**src/design/path_oram_access_controller_unit_assert.svh**
```systemverilog
// assertion macros for the path oram access controller
// used by the control module; no other dependencies
`ifndef PATH_ORAM_ACCESS_CONTROLLER_UNIT_ASSERT_SVH
`define PATH_ORAM_ACCESS_CONTROLLER_UNIT_ASSERT_SVH

// same-cycle implication
`define POAC_ASSERT_IMP(lbl, clk_s, rst_s, ante, cons) \
    lbl: assert property (@(posedge clk_s) disable iff (!rst_s) (ante) |-> (cons)) \
        else $error("%m: check failed");

// next-cycle implication
`define POAC_ASSERT_NXT(lbl, clk_s, rst_s, ante, cons) \
    lbl: assert property (@(posedge clk_s) disable iff (!rst_s) (ante) |=> (cons)) \
        else $error("%m: check failed");

`endif

```
**src/design/poac_pkg.sv**
```systemverilog
// shared types and codes for the path oram access controller
// no dependencies
package poac_pkg;

    localparam int ACT_W    = 3;
    localparam int ADDR_W   = 10;
    localparam int WORD_W   = 64;
    localparam int LEN_W    = 4;
    localparam int LEAF_W   = 10;
    localparam int LEVEL_W  = 4;
    localparam int OFF_W    = 10;
    localparam int SLOT_W   = 2;
    localparam int STATUS_W = 2;
    localparam int PEAK_W   = 7;

    localparam logic [ACT_W-1:0] ACT_READ   = 3'd0;
    localparam logic [ACT_W-1:0] ACT_WRITE  = 3'd1;
    localparam logic [ACT_W-1:0] ACT_DUMMY  = 3'd2;
    localparam logic [ACT_W-1:0] ACT_LOAD   = 3'd3;
    localparam logic [ACT_W-1:0] ACT_FINISH = 3'd4;

    localparam logic [STATUS_W-1:0] STATUS_OK       = 2'd0;
    localparam logic [STATUS_W-1:0] STATUS_NOINIT   = 2'd1;
    localparam logic [STATUS_W-1:0] STATUS_NOTFOUND = 2'd2;
    localparam logic [STATUS_W-1:0] STATUS_OVERFLOW = 2'd3;

    localparam logic [PEAK_W-1:0] PEAK_MAX = 7'd127;

    typedef struct packed {
        logic [WORD_W-1:0]   read_word;
        logic [LEN_W-1:0]    read_length;
        logic [STATUS_W-1:0] status;
        logic [PEAK_W-1:0]   stash_peak;
    } result_t;

endpackage

```
**src/design/poac_channels.sv**
```systemverilog


interface poac_rsp_if;
    logic                           valid;
    logic                           ready;
    logic [poac_pkg::WORD_W-1:0]    read_word;
    logic [poac_pkg::LEN_W-1:0]     read_length;
    logic [poac_pkg::STATUS_W-1:0]  status;
    logic [poac_pkg::PEAK_W-1:0]    stash_peak;

    modport source (output valid, read_word, read_length, status, stash_peak,
                    input ready);
    modport sink (input valid, read_word, read_length, status, stash_peak,
                  output ready);
endinterface


```
**src/design/poac_rsp_reg.sv**
```systemverilog
// output register holding one result transaction
// depends on poac_pkg and poac_rsp_if
module poac_rsp_reg (
    input  logic              clk,
    input  logic              rst_n,
    input  logic              push,
    input  poac_pkg::result_t data,
    output logic              free,
    poac_rsp_if.source        rsp
);

    logic              valid_reg;
    poac_pkg::result_t data_reg;

    assign free = !valid_reg || rsp.ready;

    always_ff @(posedge clk or negedge rst_n)
    begin
        if (!rst_n)
        begin
            valid_reg <= 1'b0;
            data_reg  <= '0;
        end
        else if (push)
        begin
            valid_reg <= 1'b1;
            data_reg  <= data;
        end
        else if (rsp.ready)
        begin
            valid_reg <= 1'b0;
        end
    end

    assign rsp.valid       = valid_reg;
    assign rsp.read_word   = data_reg.read_word;
    assign rsp.read_length = data_reg.read_length;
    assign rsp.status      = data_reg.status;
    assign rsp.stash_peak  = data_reg.stash_peak;

endmodule

```
**src/flat_wrapper.sv**
```systemverilog
// flat-port wrapper written by rule: the top's interface ports become plain ports
module poac_rsp_reg_flat 
  (clk, rst_n, push, data, free, rsp_valid, rsp_read_word, rsp_read_length, rsp_status, rsp_stash_peak, rsp_ready);
  poac_rsp_if rsp_i ();
  input  logic clk;
  input  logic rst_n;
  input  logic push;
  input  poac_pkg::result_t data;
  output logic free;
  output wire logic [$bits(rsp_i.valid)-1:0] rsp_valid;
  output wire logic [$bits(rsp_i.read_word)-1:0] rsp_read_word;
  output wire logic [$bits(rsp_i.read_length)-1:0] rsp_read_length;
  output wire logic [$bits(rsp_i.status)-1:0] rsp_status;
  output wire logic [$bits(rsp_i.stash_peak)-1:0] rsp_stash_peak;
  input wire logic [$bits(rsp_i.ready)-1:0] rsp_ready;
  assign rsp_valid = rsp_i.valid;
  assign rsp_read_word = rsp_i.read_word;
  assign rsp_read_length = rsp_i.read_length;
  assign rsp_status = rsp_i.status;
  assign rsp_stash_peak = rsp_i.stash_peak;
  assign rsp_i.ready = rsp_ready;
  poac_rsp_reg u_core (.clk(clk), .rst_n(rst_n), .push(push), .data(data), .free(free), .rsp(rsp_i));
endmodule
```
**config.mk**
```make
export PLATFORM = sky130hd
export DESIGN_NAME = poac_rsp_reg_flat
export DESIGN_NICKNAME = d
export VERILOG_FILES = /design/src/design/path_oram_access_controller_unit_assert.svh /design/src/design/poac_pkg.sv /design/src/design/poac_channels.sv /design/src/design/poac_rsp_reg.sv /design/src/flat_wrapper.sv
export SDC_FILE = /design/constraint.sdc
export NUM_CORES = 1
export LEC_CHECK = 0
export BUFFER_PORTS_ARGS = -buffer_cell sky130_fd_sc_hd__buf_2
export CORE_ASPECT_RATIO = 1.4
export CORE_UTILIZATION = 40
export CTS_CLUSTER_SIZE = 14
export DETAILED_ROUTE_END_ITERATION = 8
export GPL_ROUTABILITY_DRIVEN = 0
export PLACE_DENSITY = 0.72
export SYNTH_ARGS = -nofsm -noshare
export SYNTH_HDL_FRONTEND = slang
export SYNTH_SLANG_ARGS = --single-unit
```
**constraint.sdc**
```tcl
create_clock -name clk -period 1.3 [get_ports clk]
set_clock_uncertainty 0.2 [all_clocks]
set_input_delay 0.065 -clock clk [delete_from_list [all_inputs] [get_ports clk]]
set_output_delay 0.065 -clock clk [all_outputs]
set_load 0.005 [all_outputs]
```
==> summary.md, run 1 <==
| Metric | Value |
|---|---|
| Status | `finished, final reports clean` |
| Syn-to-layout area delta | `64.6%` |
| CTS tree | `built` |
| Mapped Cells | `166` |
| Vias in the first global route | `2511` |
| DP Worst Slack | `0.142 ns` |
| Reg-to-reg slack, setup | `0.32 ns` |
| Total number of vias | `2318` |
| Max reg flops | `64` |
| Detail Placement HPWL | `4420 µm` |
| Number of max-slew violations in the final report | `0` |
| Antenna viol nets, final | `0` |
| RSZ-0062 raised after global routing | `no` |
| Pre-antenna DRT Iters | `4` |
| Most frequent CP cell | `buf_2` |
| Pwr/cell area | `1120 nW/µm²` |
| Final setup fails | `0` |
| Clock sink total | `78` |
| Grt ovf | `0` |
| Crit path time final | `1.26 ns` |
| Critical path's top delay family | `buffers and inverters` |
| Most common cell after layout, fill and taps aside | `buf_2` |
| CP Cell Sequence | `dlygate4sd3_1, buf_2, nand2b_4, buf_2` |
| Core ar. | `7070 µm²` |
| R2R cell count | `1` |
| Hold EP | `u_core.rsp.read_word[20]` |
| Cell Area, Synth | `2970 µm²` |
| VDD IR max | `788 µV` |
| Worst Path Arrival | `0.99 ns` |
| Average cell area after synthesis | `17.9 µm²` |
| Most frequent cells in the layout | `157 x buf_2, 81 x dlygate4sd3_1, 78 x dfrtp_1, 58 x mux2_2, 19 x mux2_4` |
| Final WS setup | `0.0428 ns` |
| DR DRC count | `0` |
| Hold Path Stages | `3` |
| Fmax | `795 MHz` |
| Vias/cell | `4.53` |
| CTS H-tree depth | `3` |
| Hold Slack | `0.0540 ns` |
| Clock buffer depth | `2` |
| Clk_lat worst skew | `0.33 ns` |
| Clk root buf | `clkbuf_8` |
| Cts bufs inserted | `9` |
| Largest net degree at the start of global routing | `79` |
| Die Area | `7790 µm²` |
| Leakage | `2.40 nW` |
| Final period util | `0.967` |
| Mapped Nets | `247` |
| Slowest stage delay, CP | `0.55 ns` |
| Type of origin of the critical path | `input port` |
| Max cap viols | `0` |
| #FFs+latches synth | `78` |
| CP Data Required Time | `1.03 ns` |
| Final Hold Fails | `0` |
| Slowest-stage cell, CP | `dlygate4sd3_1` |
| Starting Density | `0.420` |
| Tot GR Track Use | `0.203` |
| DIE WIDTH | `74.9 µm` |
| Yosys cell types | `6` |
| Setup TNS | `0 ns` |
| Initial antenna violation count | `0` |
| Slew of the pin with the lowest slew margin | `0.405 ns` |
| Crit Path Category | `input port to output pin` |
| Crit-path max FO | `2` |
| Reg clk slew, reported paths | `0.07 ns` |
| Worst setup path start | `rsp_ready` |
| Synth Warn # | `0` |
| Critical R2R Launch | `u_core.rsp.read_word[29]` |
| Layout cells sized above 1 | `0.614` |
| Seq/Total Area, Yosys | `0.657` |
| First-pass GRT wire length | `11800 µm` |
| Slew headroom | `0.730` |
| R2r endpoint | `u_core.rsp.read_word[29]` |
| # diodes | `0` |
| Hold Path Class | `input port to flip-flop` |
| Std cell rows | `36` |
| I/O pin count | `160` |
| Routed WL | `7600 µm` |
| Die height | `104 µm` |
| WL per Instance | `14.8 µm` |
| Port bufs | `159` |
| Initial drt markers | `58` |
| Nets | `493` |
| HP Start | `push` |
| Crit end category | `output pin` |
| CP bufs+invs | `3` |
-- how the worst max path moves through the flow --
stage                     slack (ns)  depth (start not counted)                       end
final                           0.04                          4                      free
after global routing           0.007                          4                      free
after CTS                       0.01                          4                      free
after detailed placement        0.14                          3  u_core.rsp.read_word[43]
after global placement          0.16                          3  u_core.rsp.read_word[30]
after floorplan                 0.24                          4  u_core.rsp.read_word[51]
-- where the power goes --
group | total (mW) | switching (mW) | internal [mW]
clock network | 1.66 | 0.858 | 0.806
logic | 1.03 | 0.362 | 0.671
registers | 2.79 | 0.125 | 2.67
total | 5.49 | 1.35 | 4.14
-- per-layer routing --
| metal | wire, µm | global-route usage | part of all wire | vias up |
|---|---|---|---|---|
| li1 | - | - | - | 1077 |
| met1 | 2830 | 0.214 | 0.37 | 1123 |
| met2 | 4170 | 0.368 | 0.55 | 102 |
| met3 | 410 | 0.0494 | 0.054 | 16 |
| met4 | 187 | 0.0836 | 0.025 | 0 |
| met5 | 0 | 0 | 0 | - |
-- repair_timing --
item,CTS,global route
hold buffers,81,0
setup endpoints to repair,0,1
resized for setup,0,1
hold endpoints to repair,156,0
buffers inserted,0,0
-- final cells by class --
type	count	area, µm²
Fill cell	497	2180
Clock inverter	4	30.0
Timing Repair Buffer	244	1680
Clock buffer	12	155
Tap cell	95	119
Multi-Input combinational cell	79	958
Sequential cell	78	1950
-- Yosys cell counts, drive strengths merged --
library cell | number | share of area
buf | 9 | 0.024
nand2b | 2 | 0.0042
mux2 | 77 | 0.32
dfrtp | 78 | 0.66
-- metrics by stage --
step	power, mW	instance area [µm²]	cells	utilization
after floorplan	3.20	2970	166	-
after global placement	3.64	3890	415	0.550
after detailed placement	3.67	3890	415	0.550
after CTS	5.54	4890	512	0.691
after global routing	5.78	4890	512	0.692
final	5.49	4890	512	0.692
-- logic make-up after synthesis --
logic type    after synthesis  synth area share
flops                      78             0.657
mux                        77             0.316
buf+inv                     9            0.0236
simple gates                2           0.00421
Note: power is estimated with default switching activity, not from simulation.
==> inputs of run 2 (changes only) <==
--- a/config.mk
+++ b/config.mk
@@ -7,11 +7,11 @@
 export LEC_CHECK = 0
 export BUFFER_PORTS_ARGS = -buffer_cell sky130_fd_sc_hd__buf_2
 export CORE_ASPECT_RATIO = 1.4
-export CORE_UTILIZATION = 40
+export CORE_UTILIZATION = 44
 export CTS_CLUSTER_SIZE = 14
 export DETAILED_ROUTE_END_ITERATION = 8
 export GPL_ROUTABILITY_DRIVEN = 0
-export PLACE_DENSITY = 0.72
+export PLACE_DENSITY = 0.78
 export SYNTH_ARGS = -nofsm -noshare
 export SYNTH_HDL_FRONTEND = slang
 export SYNTH_SLANG_ARGS = --single-unit
==> run 2 against run 1 <==
  * The flow now finishes with violations (negative hold slack)
  * Total power grew 9.8%
  * Routed wire length grew 0.90%
  * Sequential power is essentially flat
  * Flip-flop and latch count is the same
  * Critical path depth is the same
  * Setup slack lost 0.0033 ns
  * Combinational power is essentially flat
  * Die area shrank 8.9%
  * Cell count shrank 3.9%
  * Sequential share of layout area shrank 0.32 points
  * Final area grew 0.82%
  * Hold slack lost 0.11 ns
  * Largest power group unchanged
==> summary.md, run 2 (synthesized netlist as in run 1, its figures left out) <==
| Metric | Value |
|---|---|
| Crit-path max FO | `2 (unchanged)` |
| Number of max-slew violations in the final report | `0 (unchanged)` |
| Grt ovf | `0 (unchanged)` |
| Setup TNS | `0 ns (unchanged)` |
| Type of origin of the critical path | `input port` |
| Hold Slack | `-0.0559 ns (-0.110 ns)` |
| Overall power | `6.03 mW (+9.8%)` |
| Pwr/cell area | `1220 nW/µm² (+8.9%)` |
| Hold Path Class | `input port to flip-flop` |
| Post-route cell area | `4930 µm² (+0.82%)` |
| Cts bufs inserted | `9 (unchanged)` |
| Vias/cell | `4.84 (+6.8%)` |
| M3 GR Usage | `0.0527 (+0.00327)` |
| DIE WIDTH | `71.5 µm (-4.5%)` |
| Most frequent CP cell | `buf_2` |
| # diodes | `0 (unchanged)` |
| DR DRC count | `0 (unchanged)` |
| VDD IR max | `1130 µV (+44%)` |
| Leakage | `2.44 nW (+1.5%)` |
| GRT met1 Usage | `0.235 (+0.0208)` |
| R2R cell count | `1 (unchanged)` |
| Filler cells | `390 (-22%)` |
| Worst Path Arrival | `1.00 ns (about the same)` |
| GRT busiest layer | `met2` |
| CTS H-tree depth | `3 (unchanged)` |
| Slowest stage delay, CP | `0.54 ns (about the same)` |
| RSZ-0062 raised after global routing | `no` |
| Port bufs | `159 (unchanged)` |
| Clk_lat worst skew | `0.33 ns (about the same)` |
| Starting Density | `0.453 (+0.0322)` |
| Placed cell area | `3890 µm² (about the same)` |
| Fmax | `793 MHz (-0.26%)` |
| Slew of the pin with the lowest slew margin | `0.399 ns (-0.00637 ns)` |
| I/O pin count | `160 (unchanged)` |
| Detail Placement HPWL | `4290 µm (-2.9%)` |
| Most frequent cells in the layout | `157 x buf_2, 79 x dlygate4sd3_1, 78 x dfrtp_1, 58 x mux2_2, 19 x mux2_4` |
| CP Cell Sequence | `dlygate4sd3_1, buf_2, nand2b_4, buf_2` |
| Final period util | `0.970 (+0.00251)` |
| Non-filler cells, final | `492 (-3.9%)` |
| Total number of vias | `2380 (+2.7%)` |
| Met2 Usage GRT | `0.402 (+0.0341)` |
| Slowest-stage cell, CP | `dlygate4sd3_1` |
| Tot GR Track Use | `0.218 (+0.0150)` |
| CP Data Required Time | `1.03 ns (about the same)` |
| Routed WL | `7670 µm (+0.90%)` |
| Crit Path Category | `input port to output pin` |
| First-pass GRT wire length | `11700 µm (-0.76%)` |
| Die Area | `7090 µm² (-8.9%)` |
| Reg-to-reg slack, setup | `0.31 ns (about the same)` |
| Antenna viol nets, final | `0 (unchanged)` |
| Layout cells sized above 1 | `0.617 (+0.00332)` |
| HP Start | `push` |
| Max reg flops | `64 (unchanged)` |
| Std cell rows | `35 (-2.8%)` |
| Reg clk slew, reported paths | `0.07 ns (about the same)` |
| Slew headroom | `0.734 (+0.00425)` |
| Die height | `99.3 µm (-4.6%)` |
| Placed Cells | `397 (-4.3%)` |
| Syn-to-layout area delta | `66.0%` |
| Status | `finished, violations left` |
| CTS Hold Bufs | `79 (-2.5%)` |
| Max cap viols | `0 (unchanged)` |
| WL per Instance | `15.6 µm (+5.0%)` |
| Failing checks | `negative hold slack` |
| Core ar. | `6570 µm² (-7.1%)` |
| CTS tree | `built` |
| Crit path time final | `1.26 ns (+0.00326 ns)` |
| Clock sink total | `78 (unchanged)` |
| Pre-antenna DRT Iters | `4 (unchanged)` |
| Critical R2R Launch | `u_core.rsp.read_word[0]` |
| Initial drt markers | `60 (+3.4%)` |
| Vias in the first global route | `2480 (-1.2%)` |
| Hold EP | `u_core.rsp.read_word[2]` |
| Nets | `494 (+0.20%)` |
| Clk root buf | `clkbuf_8` |
| Most common cell after layout, fill and taps aside | `buf_2` |
| Initial antenna violation count | `0 (unchanged)` |
| Buffer count from post-CTS setup fixing | `0 (unchanged)` |
| Final setup fails | `0 (unchanged)` |
| Final Hold Fails | `5 (+5)` |
| Clock buffer depth | `2 (unchanged)` |
| R2r endpoint | `u_core.rsp.read_word[0]` |
| Largest net degree at the start of global routing | `79 (unchanged)` |
| Crit end category | `output pin` |
| Hold Path Stages | `2 (-1)` |
[run 2: worst max path at each step]
stage / from / end / depth (start not counted)
after global routing: rsp_ready / free / 4
after global placement: push / u_core.rsp.read_word[1] / 3
final: rsp_ready / free / 4
after detailed placement: push / u_core.rsp.read_word[48] / 3
after floorplan: push / u_core.rsp.read_word[51] / 4
after CTS: rsp_ready / free / 4
[run 2: where the power goes]
part / switching [mW] / total [mW] / internal, mW
clock: 0.802 / 2.19 / 1.38
combinational: 0.371 / 1.04 / 0.673
sequential: 0.128 / 2.80 / 2.67
[run 2: per-layer routing]
metal	part of all wire	wire length [µm]
met1	0.36	2750
met2	0.56	4290
met3	0.059	455
met4	0.022	169
met5	0	0
[run 2: final cells by class]
cell class              instances  area (µm²)  share of cell area
well taps                      74        92.6              0.0188
flip-flops and latches         78        1950               0.396
clock inverters                 3        90.1              0.0183
repair buffers                245        1680               0.341
multi-input cells              79         958               0.194
clock buffers                  13         159              0.0322
[run 2: timing repair]
action,4_1_cts,5_1_grt
resized for setup,0,1
endpoints found under the setup margin,0,1
endpoints found under the hold margin,156,5
[run 2: per-stage QoR]
step | setup WS (ns) | util
after global routing | 0.0218 | 0.751
after CTS | 0.0567 | 0.750
after detailed placement | 0.124 | 0.592
after floorplan | 0.236 | -
final | 0.0396 | 0.751
after global placement | 0.146 | 0.592
[run 2: critical path, delay by kind of cell]
kind          cells  cell delay, ns
simple gates      1            0.13
buf+inv           3            0.79
==> inputs of run 3 (changes only) <==
==> constraint.sdc (replaced) <==
create_clock -name clk -period 1.24 [get_ports clk]
set_clock_uncertainty 0.2 [all_clocks]
set_input_delay 0.062 -clock clk [delete_from_list [all_inputs] [get_ports clk]]
set_output_delay 0.062 -clock clk [all_outputs]
set_load 0.005 [all_outputs]
==> run 3 against run 2 <==
  * The flow still finishes with violations (negative hold slack)
  * Hold slack worse by 0.015 ns
  * Cell count is 0.20% lower
  * Non-clock buffer count stayed put
  * Total power is 3.8% higher
  * Global-route usage is 0.28 points higher
  * Critical path depth is 2 lower
  * Sequential share of layout area is 0.18 points higher
  * Register-to-register slack worse by 0.08 ns
  * Combinational power is 5% higher
  * Via count is 2.1% lower
  * Routed wire length is 0.64% lower
  * Largest cell class unchanged
  * Largest power group unchanged
  * Highest routed layer unchanged
==> summary.md, run 3 (synthesized netlist as in run 1, its figures left out) <==
| Metric | Value |
|---|---|
| Status | `finished, violations left` |
| Failing checks | `negative hold slack` |
| Initial antenna violation count | `0 (unchanged)` |
| Final period util | `0.977` |
| Clk_lat worst skew | `0.33 ns (about the same)` |
| Tot GR Track Use | `0.221 (+0.00283)` |
| RSZ-0062 raised after global routing | `yes` |
| Final WS setup | `0.0287 ns (-0.0108 ns)` |
| Placed cell area | `3890 µm² (unchanged)` |
| Type of origin of the critical path | `flip-flop` |
| Starting Density | `0.453 (unchanged)` |
| P_sw | `1.37 mW (+5.4%)` |
| Clock sink total | `78 (unchanged)` |
| Most common cell after layout, fill and taps aside | `buf_2` |
| I/O pin count | `160 (unchanged)` |
| Pre-antenna DRT Iters | `4 (unchanged)` |
| Layout cells sized above 1 | `0.619 (+0.00148)` |
| DR DRC count | `0 (unchanged)` |
| Grt ovf | `0 (unchanged)` |
| Gate power share | `0.174 (about the same)` |
| Vias in the first global route | `2500 (+0.81%)` |
| Clk root buf | `clkbuf_8` |
| Final Hold Fails | `6 (+1)` |
| Slew of the pin with the lowest slew margin | `0.395 ns (-0.00418 ns)` |
| Hold Path Class | `input port to flip-flop` |
| Number of max-slew violations in the final report | `0 (unchanged)` |
| Nets | `494 (unchanged)` |
| Std cell rows | `35 (unchanged)` |
| Crit end category | `output pin` |
| Hold Slack | `-0.0709 ns (-0.0150 ns)` |
| CTS H-tree depth | `3 (unchanged)` |
| Max reg flops | `64 (unchanged)` |
| Port bufs | `159 (unchanged)` |
| Max cap viols | `0 (unchanged)` |
| Worst Path Arrival | `0.95 ns (-0.05 ns)` |
| Slowest stage delay, CP | `0.38 ns (-0.16 ns)` |
| WL per Instance | `15.5 µm (-0.44%)` |
| Final setup fails | `0 (unchanged)` |
| Slew headroom | `0.737 (+0.00279)` |
| Register share of total power | `0.469 (+0.005)` |
| Leakage | `2.43 nW (-0.41%)` |
| Most frequent cells in the layout | `157 x buf_2, 78 x dlygate4sd3_1, 78 x dfrtp_1, 58 x mux2_2, 19 x mux2_4` |
| Clk pwr share | `0.357 (-0.006)` |
| Crit-path max FO | `2 (unchanged)` |
| Detail Placement HPWL | `4230 µm (-1.3%)` |
| CTS tree | `built` |
| Clock buffer depth | `2 (unchanged)` |
| Pwr/cell area | `1270 nW/µm² (+4.2%)` |
| Fmax | `826 MHz` |
| Routed WL | `7620 µm (-0.64%)` |
| Setup TNS | `0 ns (unchanged)` |
| Slowest-stage cell, CP | `dfrtp_1` |
| VDD IR max | `976 µV (-14%)` |
| DIE WIDTH | `71.5 µm (unchanged)` |
| Largest net degree at the start of global routing | `79 (unchanged)` |
| Net Sw Frac | `0.220 (+0.00348)` |
| Cts bufs inserted | `9 (unchanged)` |
| First-pass GRT wire length | `11800 µm (+0.65%)` |
| Core ar. | `6570 µm² (unchanged)` |
| Crit path time final | `1.21 ns` |
| Total number of vias | `2331 (-2.1%)` |
| Critical path's top delay family | `flip-flops` |
| Antenna viol nets, final | `0 (unchanged)` |
| Int Pwr | `4.88 mW (+3.3%)` |
| Die height | `99.3 µm (unchanged)` |
| # diodes | `0 (unchanged)` |
| DP Worst Slack | `0.0745 ns (-0.0496 ns)` |
| Vias/cell | `4.75 (-1.9%)` |
| Post-route cell area | `4910 µm² (-0.46%)` |
| Die Area | `7090 µm² (unchanged)` |
| Crit Path Category | `flip-flop to output pin` |
| CTS Hold Bufs | `78 (-1.3%)` |
| Reg clk slew, reported paths | `0.07 ns (about the same)` |
| CP bufs+invs | `1 (-2)` |
| CP Data Required Time | `0.98 ns (-0.05 ns)` |
| Initial drt markers | `82 (+37%)` |
| CP Cell Sequence | `nand2b_1, buf_2` |
| Syn-to-layout area delta | `65.2%` |
==> run 3: cell count changes in the layout (fill, tap and decap cells not counted), sizes merged <==
cell | before | now
buf | 166 | 167
clkbuf | 13 | 11
clkinv | 0 | 1
dlygate4sd3 | 79 | 78
==> run 3: per-layer routing <==
metal | global-route usage | vias to the layer above | wire [µm]
met2 | 0.391 | 108 | 4090
met1 | 0.242 | 1130 | 2910
met3 | 0.0648 | 19 | 434
met4 | 0.0995 | 0 | 185
li1 | - | 1074 | -
met5 | 0 | - | 0
==> run 3: worst paths after layout <==
| path | end | cells past startpoint | slack, ns | from |
|---|---|---|---|---|
| max | free | 2 | 0.03 | u_core.rsp.valid |
| min | u_core.rsp.valid | 4 | -0.07 | rsp_ready |
| min in group asynchronous | u_core.rsp.read_length[2] | 3 | 0.08 | rst_n |
| min reg2reg | u_core.rsp.read_word[37] | 1 | 0.31 | u_core.rsp.read_word[37] |
| max in group asynchronous | u_core.rsp.read_word[43] | 3 | 0.44 | rst_n |
| max reg2reg | u_core.rsp.read_word[54] | 1 | 0.23 | u_core.rsp.read_word[54] |
==> run 3: power by group through the flow <==
stage	clock (mW)	combinational (mW)	sequential (mW)
after global placement	0	0.858	2.96
after global routing	2.41	1.17	2.96
after CTS	2.32	1.07	2.92
after floorplan	0	0.360	2.99
final	2.23	1.09	2.93
after detailed placement	0	0.880	2.97
==> run 3: cell type report <==
class | count | area, µm²
clock buffers | 11 | 141
clock inverters | 4 | 95.1
fillers | 398 | 1660
multi-input cells | 79 | 951
flip-flops and latches | 78 | 1950
well taps | 74 | 92.6
repair buffers | 245 | 1680
==> run 3: what timing repair did <==
item                       4_1_cts  5_1_grt
buffers inserted                 0        1
setup endpoints to repair        0        1
resized for setup                0        0
hold endpoints to repair       156        6
==> run 3: through the flow <==
stage               cells  power, mW   util
finish                491       6.25  0.748
global route          491       6.54  0.748
CTS                   490       6.31  0.746
detailed placement    397       3.85  0.592
global placement      397       3.82  0.592
floorplan             166       3.35      -
